===== config.mk =====
export PLATFORM = sky130hd
export DESIGN_NAME = sorted_key_child_table_flat
export DESIGN_NICKNAME = d
export VERILOG_FILES = /design/src/design/sktab_pkg.sv /design/src/design/sktab_if.sv /design/src/design/sorted_key_child_table.sv /design/src/design/sktab_cell.sv /design/src/flat_wrapper.sv
export SDC_FILE = /design/constraint.sdc
export NUM_CORES = 2
export LEC_CHECK = 0
export ABC_CLOCK_PERIOD_IN_PS = 10400
export BUFFER_PORTS_ARGS = -buffer_cell sky130_fd_sc_hd__buf_4
export CORE_ASPECT_RATIO = 1.5
export CORE_MARGIN = 5
export CORE_UTILIZATION = 59
export CTS_BUF_LIST = sky130_fd_sc_hd__clkbuf_8
export DETAILED_ROUTE_END_ITERATION = 6
export HOLD_SLACK_MARGIN = 0.15
export PLACE_DENSITY = 0.86
export SLEW_MARGIN = 0
export SYNTH_ARGS = -nofsm -noshare
export SYNTH_HDL_FRONTEND = slang
export SYNTH_SLANG_ARGS = --single-unit

===== constraint.sdc =====
create_clock -name clk -period 10.4 [get_ports clk]
set_clock_uncertainty 0.2 [all_clocks]
set_input_delay 1.56 -clock clk [delete_from_list [all_inputs] [get_ports clk]]
set_output_delay 1.56 -clock clk [all_outputs]
set_load 0.05 [all_outputs]

===== src/design/sktab_pkg.sv =====
// Shared types and constants for the sorted key/child table.
`default_nettype none

package sktab_pkg;

  localparam int KEY_BITS   = 8;
  localparam int CHILD_W    = 64;
  localparam int COUNT_BITS = 5;

  localparam logic KIND_INSERT = 1'b0;
  localparam logic KIND_LOOKUP = 1'b1;

  // Command broadcast to every cell in the row.
  typedef struct packed {
    logic                ins;
    logic [KEY_BITS-1:0] key;
  } cmd_t;

  // Control status that one cell hands to the next one up the row.
  typedef struct packed {
    logic valid;
    logic moves;
    logic hit;
  } link_t;

endpackage

`default_nettype wire


===== src/design/sktab_if.sv =====
// Handshake channel interfaces for the request and result items.
`default_nettype none

interface sktab_in_if;
  logic                           valid;
  logic                           ready;
  logic                           kind;
  logic [sktab_pkg::KEY_BITS-1:0] key;
  logic [sktab_pkg::CHILD_W-1:0]  child;

  modport source (output valid, kind, key, child, input ready);
  modport sink   (input valid, kind, key, child, output ready);
endinterface

interface sktab_out_if;
  logic                             valid;
  logic                             ready;
  logic                             found;
  logic [sktab_pkg::CHILD_W-1:0]    child_out;
  logic                             inserted;
  logic                             full_res;
  logic [sktab_pkg::COUNT_BITS-1:0] entry_count;

  modport source (output valid, found, child_out, inserted, full_res, entry_count,
                  input ready);
  modport sink   (input valid, found, child_out, inserted, full_res, entry_count,
                  output ready);
endinterface

`default_nettype wire


===== src/design/sorted_key_child_table.sv =====
// Top level of the sorted key/child table built as a row of cells.
//
// The table keeps up to ENTRIES byte keys with their child words in
// ascending unsigned key order, as the sixteen-way node of a radix tree
// does. Each request item is either an insert (kind 0) or a lookup
// (kind 1) and yields exactly one result item. An insert places the pair
// after any equal keys; every slot decides on its own whether to keep its
// pair, take its lower neighbor's pair or take the new pair, so the whole
// shift happens on the clock edge that accepts the item. An insert
// into a full table changes nothing and reports full_res. A lookup returns
// the child of the lowest matching slot, or found low with a zero child.
// entry_count always reports the number of entries after the item, taken
// modulo 32. The block takes one item per clock: the result is registered
// and shows on the output channel in the cycle after acceptance, and a new
// item is taken in the same cycle that the pending result is taken, so
// in_ch.ready only drops while a result waits on a stalled output. The
// per-item path is one key compare in each cell followed by the slot
// decision for an insert, or by an OR tree over the cells for a lookup.
// Stored children keep only the low CHILD_BITS bits of the child field.
`default_nettype none

module sorted_key_child_table #(
  parameter int ENTRIES    = 16,
  parameter int CHILD_BITS = 64
) (
  input  wire          clk,
  input  wire          rst_n,
  sktab_in_if.sink     in_ch,
  sktab_out_if.source  out_ch
);

  localparam int CntW     = $clog2(ENTRIES + 1);
  localparam int CntOutW  = sktab_pkg::COUNT_BITS;
  localparam int ChildOut = sktab_pkg::CHILD_W;

  sktab_pkg::link_t                     link      [ENTRIES];
  sktab_pkg::link_t                     prev_link [ENTRIES];
  logic [sktab_pkg::KEY_BITS-1:0]       key_q     [ENTRIES];
  logic [sktab_pkg::KEY_BITS-1:0]       prev_key  [ENTRIES];
  logic [CHILD_BITS-1:0]                child_q   [ENTRIES];
  logic [CHILD_BITS-1:0]                prev_child[ENTRIES];
  logic [CHILD_BITS-1:0]                hit_child [ENTRIES];

  sktab_pkg::cmd_t       cmd;
  logic [CHILD_BITS-1:0] new_child;
  logic                  accept;
  logic                  is_insert;
  logic                  table_full;
  logic [CHILD_BITS-1:0] lookup_child;
  logic                  lookup_found;

  logic [CntW-1:0]       count_r;
  logic [CntW-1:0]       count_nxt;

  logic                  out_valid_r;
  logic                  found_r;
  logic [ChildOut-1:0]   child_out_r;
  logic                  inserted_r;
  logic                  full_res_r;
  logic [CntOutW-1:0]    entry_count_r;

  // A new item enters whenever the output register is empty or being drained.
  assign in_ch.ready = !out_valid_r || out_ch.ready;
  assign accept      = in_ch.valid && in_ch.ready;
  assign is_insert   = (in_ch.kind == sktab_pkg::KIND_INSERT);

  // Entries fill from the bottom, so the table is full exactly when the top
  // slot is occupied.
  assign table_full = link[ENTRIES-1].valid;

  assign cmd.ins   = accept && is_insert && !table_full;
  assign cmd.key   = in_ch.key;
  assign new_child = in_ch.child[CHILD_BITS-1:0];

  // The bottom cell sees an occupied, non-moving, non-matching neighbor.
  always_comb begin
    prev_link[0].valid = 1'b1;
    prev_link[0].moves = 1'b0;
    prev_link[0].hit   = 1'b0;
    prev_key[0]        = in_ch.key;
    prev_child[0]      = new_child;
    for (int i = 1; i < ENTRIES; i++) begin
      prev_link[i]  = link[i-1];
      prev_key[i]   = key_q[i-1];
      prev_child[i] = child_q[i-1];
    end
  end

  for (genvar g = 0; g < ENTRIES; g++) begin : g_cell
    sktab_cell #(
      .CHILD_BITS (CHILD_BITS)
    ) u_cell (
      .clk        (clk),
      .rst_n      (rst_n),
      .cmd        (cmd),
      .new_child  (new_child),
      .prev_link  (prev_link[g]),
      .prev_key   (prev_key[g]),
      .prev_child (prev_child[g]),
      .link       (link[g]),
      .key_o      (key_q[g]),
      .child_o    (child_q[g]),
      .hit_child  (hit_child[g])
    );
  end

  // At most one cell drives a nonzero child, so an OR across the row selects it.
  always_comb begin
    lookup_child = '0;
    lookup_found = 1'b0;
    for (int i = 0; i < ENTRIES; i++) begin
      lookup_child = lookup_child | hit_child[i];
      lookup_found = lookup_found | link[i].hit;
    end
  end

  assign count_nxt = cmd.ins ? count_r + CntW'(1) : count_r;

  always_ff @(posedge clk) begin
    if (!rst_n) begin
      count_r     <= '0;
      out_valid_r <= 1'b0;
    end else begin
      count_r <= count_nxt;
      if (accept) begin
        out_valid_r <= 1'b1;
      end else if (out_ch.ready) begin
        out_valid_r <= 1'b0;
      end
    end
    if (accept) begin
      found_r       <= !is_insert && lookup_found;
      child_out_r   <= is_insert ? '0 : ChildOut'(lookup_child);
      inserted_r    <= is_insert && !table_full;
      full_res_r    <= is_insert && table_full;
      entry_count_r <= CntOutW'(count_nxt);
    end
  end

  assign out_ch.valid       = out_valid_r;
  assign out_ch.found       = found_r;
  assign out_ch.child_out   = child_out_r;
  assign out_ch.inserted    = inserted_r;
  assign out_ch.full_res    = full_res_r;
  assign out_ch.entry_count = entry_count_r;

endmodule

`default_nettype wire


===== src/design/sktab_cell.sv =====
// One table slot: holds a key/child pair and shifts it up the row on insert.
`default_nettype none

module sktab_cell #(
  parameter int CHILD_BITS = 64
) (
  input  wire                                 clk,
  input  wire                                 rst_n,
  input  wire sktab_pkg::cmd_t                cmd,
  input  wire [CHILD_BITS-1:0]                new_child,
  input  wire sktab_pkg::link_t               prev_link,
  input  wire [sktab_pkg::KEY_BITS-1:0]       prev_key,
  input  wire [CHILD_BITS-1:0]                prev_child,
  output sktab_pkg::link_t                    link,
  output logic [sktab_pkg::KEY_BITS-1:0]      key_o,
  output logic [CHILD_BITS-1:0]               child_o,
  output logic [CHILD_BITS-1:0]               hit_child
);

  logic                          valid_r;
  logic                          valid_nxt;
  logic [sktab_pkg::KEY_BITS-1:0] key_r;
  logic [sktab_pkg::KEY_BITS-1:0] key_nxt;
  logic [CHILD_BITS-1:0]          child_r;
  logic [CHILD_BITS-1:0]          child_nxt;
  logic                          moves;
  logic                          hit;
  logic                          take_new;

  assign moves = valid_r && (key_r > cmd.key);
  assign hit   = valid_r && (key_r == cmd.key);

  // The new pair lands in the first slot that is either moving up or empty,
  // provided the slot below it is occupied and staying put.
  assign take_new = (moves || !valid_r) && !prev_link.moves && prev_link.valid;

  always_comb begin
    valid_nxt = valid_r;
    key_nxt   = key_r;
    child_nxt = child_r;
    if (cmd.ins) begin
      if (prev_link.moves) begin
        valid_nxt = 1'b1;
        key_nxt   = prev_key;
        child_nxt = prev_child;
      end else if (take_new) begin
        valid_nxt = 1'b1;
        key_nxt   = cmd.key;
        child_nxt = new_child;
      end
    end
  end

  always_ff @(posedge clk) begin
    if (!rst_n) begin
      valid_r <= 1'b0;
    end else begin
      valid_r <= valid_nxt;
    end
    key_r   <= key_nxt;
    child_r <= child_nxt;
  end

  assign link.valid = valid_r;
  assign link.moves = moves;
  assign link.hit   = hit;
  assign key_o      = key_r;
  assign child_o    = child_r;

  // Keys are sorted, so matches are contiguous; the first one is the lowest.
  assign hit_child = (hit && !prev_link.hit) ? child_r : '0;

endmodule

`default_nettype wire


===== src/flat_wrapper.sv =====
// flat-port wrapper written by rule: the top's interface ports become plain ports
module sorted_key_child_table_flat 
#(
  parameter int ENTRIES    = 16,
  parameter int CHILD_BITS = 64
)
  (clk, rst_n, in_ch_valid, in_ch_kind, in_ch_key, in_ch_child, in_ch_ready, out_ch_valid, out_ch_found, out_ch_child_out, out_ch_inserted, out_ch_full_res, out_ch_entry_count, out_ch_ready);
  sktab_in_if in_ch_i ();
  sktab_out_if out_ch_i ();
  input  wire clk;
  input  wire rst_n;
  input wire logic [$bits(in_ch_i.valid)-1:0] in_ch_valid;
  input wire logic [$bits(in_ch_i.kind)-1:0] in_ch_kind;
  input wire logic [$bits(in_ch_i.key)-1:0] in_ch_key;
  input wire logic [$bits(in_ch_i.child)-1:0] in_ch_child;
  output wire logic [$bits(in_ch_i.ready)-1:0] in_ch_ready;
  output wire logic [$bits(out_ch_i.valid)-1:0] out_ch_valid;
  output wire logic [$bits(out_ch_i.found)-1:0] out_ch_found;
  output wire logic [$bits(out_ch_i.child_out)-1:0] out_ch_child_out;
  output wire logic [$bits(out_ch_i.inserted)-1:0] out_ch_inserted;
  output wire logic [$bits(out_ch_i.full_res)-1:0] out_ch_full_res;
  output wire logic [$bits(out_ch_i.entry_count)-1:0] out_ch_entry_count;
  input wire logic [$bits(out_ch_i.ready)-1:0] out_ch_ready;
  assign in_ch_i.valid = in_ch_valid;
  assign in_ch_i.kind = in_ch_kind;
  assign in_ch_i.key = in_ch_key;
  assign in_ch_i.child = in_ch_child;
  assign in_ch_ready = in_ch_i.ready;
  assign out_ch_valid = out_ch_i.valid;
  assign out_ch_found = out_ch_i.found;
  assign out_ch_child_out = out_ch_i.child_out;
  assign out_ch_inserted = out_ch_i.inserted;
  assign out_ch_full_res = out_ch_i.full_res;
  assign out_ch_entry_count = out_ch_i.entry_count;
  assign out_ch_i.ready = out_ch_ready;
  sorted_key_child_table #(.ENTRIES(ENTRIES), .CHILD_BITS(CHILD_BITS)) u_core (.clk(clk), .rst_n(rst_n), .in_ch(in_ch_i), .out_ch(out_ch_i));
endmodule

==> results by group <==
Run status
  • Status: finished with violations
  • Failing checks: DRC

Critical path
  • CP startpoint kind: input port
  • CP required: 10.68 ns
  • Worst setup path category: in2reg
  • Arr. time, crit path: 5.99 ns
  • CP endpoint kind: flip-flop
  • Crit path max fanout: 47

Place
  • DP Area: 64,800 sq um
  • Final GP Congestion: 0.916
  • HPWL Detailed: 118,000 um
  • # port buffers: 150

STA
  • Setup TNS Final: 0 ns
  • Relative slew slack: 2.43%
  • Fmax achieved: 175 MHz
  • Final Hold Violating Endpoints: 0
  • Endpoints failing setup: 0
  • Post-layout min period: 5.72 ns
  • Final Cycle Share: 55.0%
  • Hold WS: 0.343 ns
  • RSZ-0062 raised after global routing: false
  • Slew Limit Fails: 0
  • Worst-Margin Slew: 1.46 ns

Floorplanning
  • I/O pin count: 151
  • FP Rows: 146
  • Die Footprint: 113,000 sq um
  • Starting density of the core: 59.3%
  • Die height: 409 um
  • Die width: 276 um
  • Core area: 106,000 sq um

Logic synthesis
  • Post-synth design cell area: 62,600 sq um
  • Synthesis warning total: 0
  • Post-synth top flop: edfxtp_1
  • Number of synthesized flops with an enable pin: 1,224
  • FFs w/ async S/R, synth: 0%
  • Post-synthesis sequential area ratio: 59.4%
  • Syn avg cell area: 13.9 sq um
  • Cells after Synth: 4,497
  • Yosys cell types: 47
  • Syn nets: 4,703
  • Flops & latches, synth: 1,246

Detailed routing
  • WL/cell: 36.2 um
  • Vias: 47,600
  • DR pass1 iterations: 7
  • Starting DRC count in detailed routing: 8,955
  • Routed Antenna Nets: 0
  • Vias per cell: 7.79
  • Drt drc: 3
  • Drt total wl: 221,000 um

Cells and area
  • Most common cell after layout, fill and taps aside: edfxtp_1
  • Final instance area: 68,200 sq um
  • Most frequent cells in the layout: edfxtp_1, mux2_2, nand3_1
  • Share of cells above drive strength 1: 32.9%
  • Nets: 4,745
  • Synth-to-Final Area Change: 8.89%

Global route
  • Vias in the first global route: 47,800
  • Largest net degree at the start of global routing: 65
  • First-pass GRT wire length: 316,000 um
  • All-Layer GR Usage: 38.3%
  • GR Overflow Total: 0
  • Initial antenna violation count: 17

Worst hold path
  • HP Class: reg2reg

Clock tree
  • Num Clock Sinks: 1,246
  • Postcts setup bufs: 0
  • Clock-pin transition on the worst setup and hold timing paths: 0.07 ns
  • CTS Hold Bufs: 0
  • Clk Latency, worst-skew pair: 0.91 ns
  • CTS tree: built
  • Maximum clock insertion buffer count: 3
  • H-tree level count: 4
  • CTS buffer count: 177
  • Post-CTS sizing: 0
  • Root buf cell: clkbuf_8

Power and ir drop
  • Worst vdd ir: 127 uV
  • Power per Cell Area: 145 nW/um^2
  • Leakage: 0.0223 uW

Flow run
  • Max cap viols: 0
-- per-stage QoR --
step | instances | setup slack [ns] | utilization [%] | total power [uW]
floorplan | 4497 | 1.30 | - | 6040
global placement | 5766 | 4.06 | 61.4 | 6180
detailed placement | 5766 | 4.00 | 61.4 | 6210
CTS | 6085 | 4.90 | 64.5 | 9830
global route | 6095 | 4.66 | 64.5 | 10100
finish | 6111 | 4.68 | 64.6 | 9860
-- worst max-delay path, stage by stage --
cell	delay [ns]
buf_4	0.21
inv_1	0.38
ha_1	0.48
and4_1	0.80
nor2_1	0.22
a211o_1	0.41
a31oi_4	1.01
buf_4	0.87
-- cell usage after synthesis (all sizes together) (19+ instances only) --
| cell | count | area, sq um |
|---|---|---|
| and3 | 22 | 138 |
| nand2 | 51 | 191 |
| nand3 | 839 | 4200 |
| mux2 | 1081 | 12200 |
| a2111oi | 19 | 410 |
| clkbuf | 231 | 867 |
| inv | 53 | 199 |
| a221o | 32 | 320 |
| nor2b | 28 | 175 |
| o21ai | 42 | 210 |
| nor2 | 38 | 143 |
| buf | 168 | 1030 |
| nand4 | 269 | 1700 |
| a21oi | 33 | 165 |
| ha | 129 | 1610 |
| dfxtp | 22 | 440 |
| o41a | 62 | 698 |
| edfxtp | 1224 | 36800 |
-- metal layers --
layer,up-vias,global-route usage [%],wire (um)
met5,-,0,13
met2,5448,56.6,96500
met1,22600,44.3,65500
met3,1625,15.3,37000
met4,2,29.6,21900
li1,17900,-,-
-- flip-flops by register name (all words and copies together) (netlist names) --
signal                        cells
u_core.count_r                    5
u_core.g_cell.u_cell.child_o   1024
u_core.g_cell.u_cell.key_o      128
u_core.g_cell.u_cell.valid_r     16
u_core.out_ch.child_out          64
u_core.out_ch.entry_count         5
u_core.out_ch.found               1
u_core.out_ch.full_res            1
u_core.out_ch.inserted            1
u_core.out_ch.valid               1
-- kinds of logic (layout without fill, tap and decap cells) --
kind of cell    Yosys count  in the layout  synth area share, %
compound gates          291            291                 4.20
xor+xnor                  4              4               0.0560
fa+ha+maj               129            129                 2.58
buf+inv                 452            634                 3.35
flops                  1246           1246                 59.4
mux                    1081           1081                 19.4
other cells               0             26                    0
simple gates           1294           1294                 10.9
-- final cells by class --
| cell class | count | area (sq um) |
|---|---|---|
| timing repair buffer | 262 | 1980 |
| antenna | 26 | 65.1 |
| fill | 7415 | 37400 |
| sequential | 1246 | 37200 |
| tap | 1406 | 1760 |
| inverter | 53 | 199 |
| clock buffer | 188 | 2590 |
| multi-input combinational | 2799 | 23700 |
| clock inverter | 131 | 672 |
-- path summary, 6_finish.rpt --
kind	startpoint	to	slack (ns)	cells after the start
setup / recovery	in_ch_key[6]	u_core.g_cell[2].u_cell.child_o[21]$_DFFE_PP_	4.68	8
hold / removal	u_core.g_cell[7].u_cell.child_o[24]$_DFFE_PP_	u_core.g_cell[8].u_cell.child_o[24]$_DFFE_PP_	0.34	1
setup reg to reg	u_core.g_cell[1].u_cell.key_o[7]$_DFFE_PP_	u_core.g_cell[2].u_cell.child_o[21]$_DFFE_PP_	5.66	6
hold reg to reg	u_core.g_cell[7].u_cell.child_o[24]$_DFFE_PP_	u_core.g_cell[8].u_cell.child_o[24]$_DFFE_PP_	0.34	1
-- where the power goes --
group | switching (uW) | internal, uW
registers | 23.2 | 5550
logic | 307 | 231
clock network | 1980 | 1770
(Power assumes the default switching activity.)
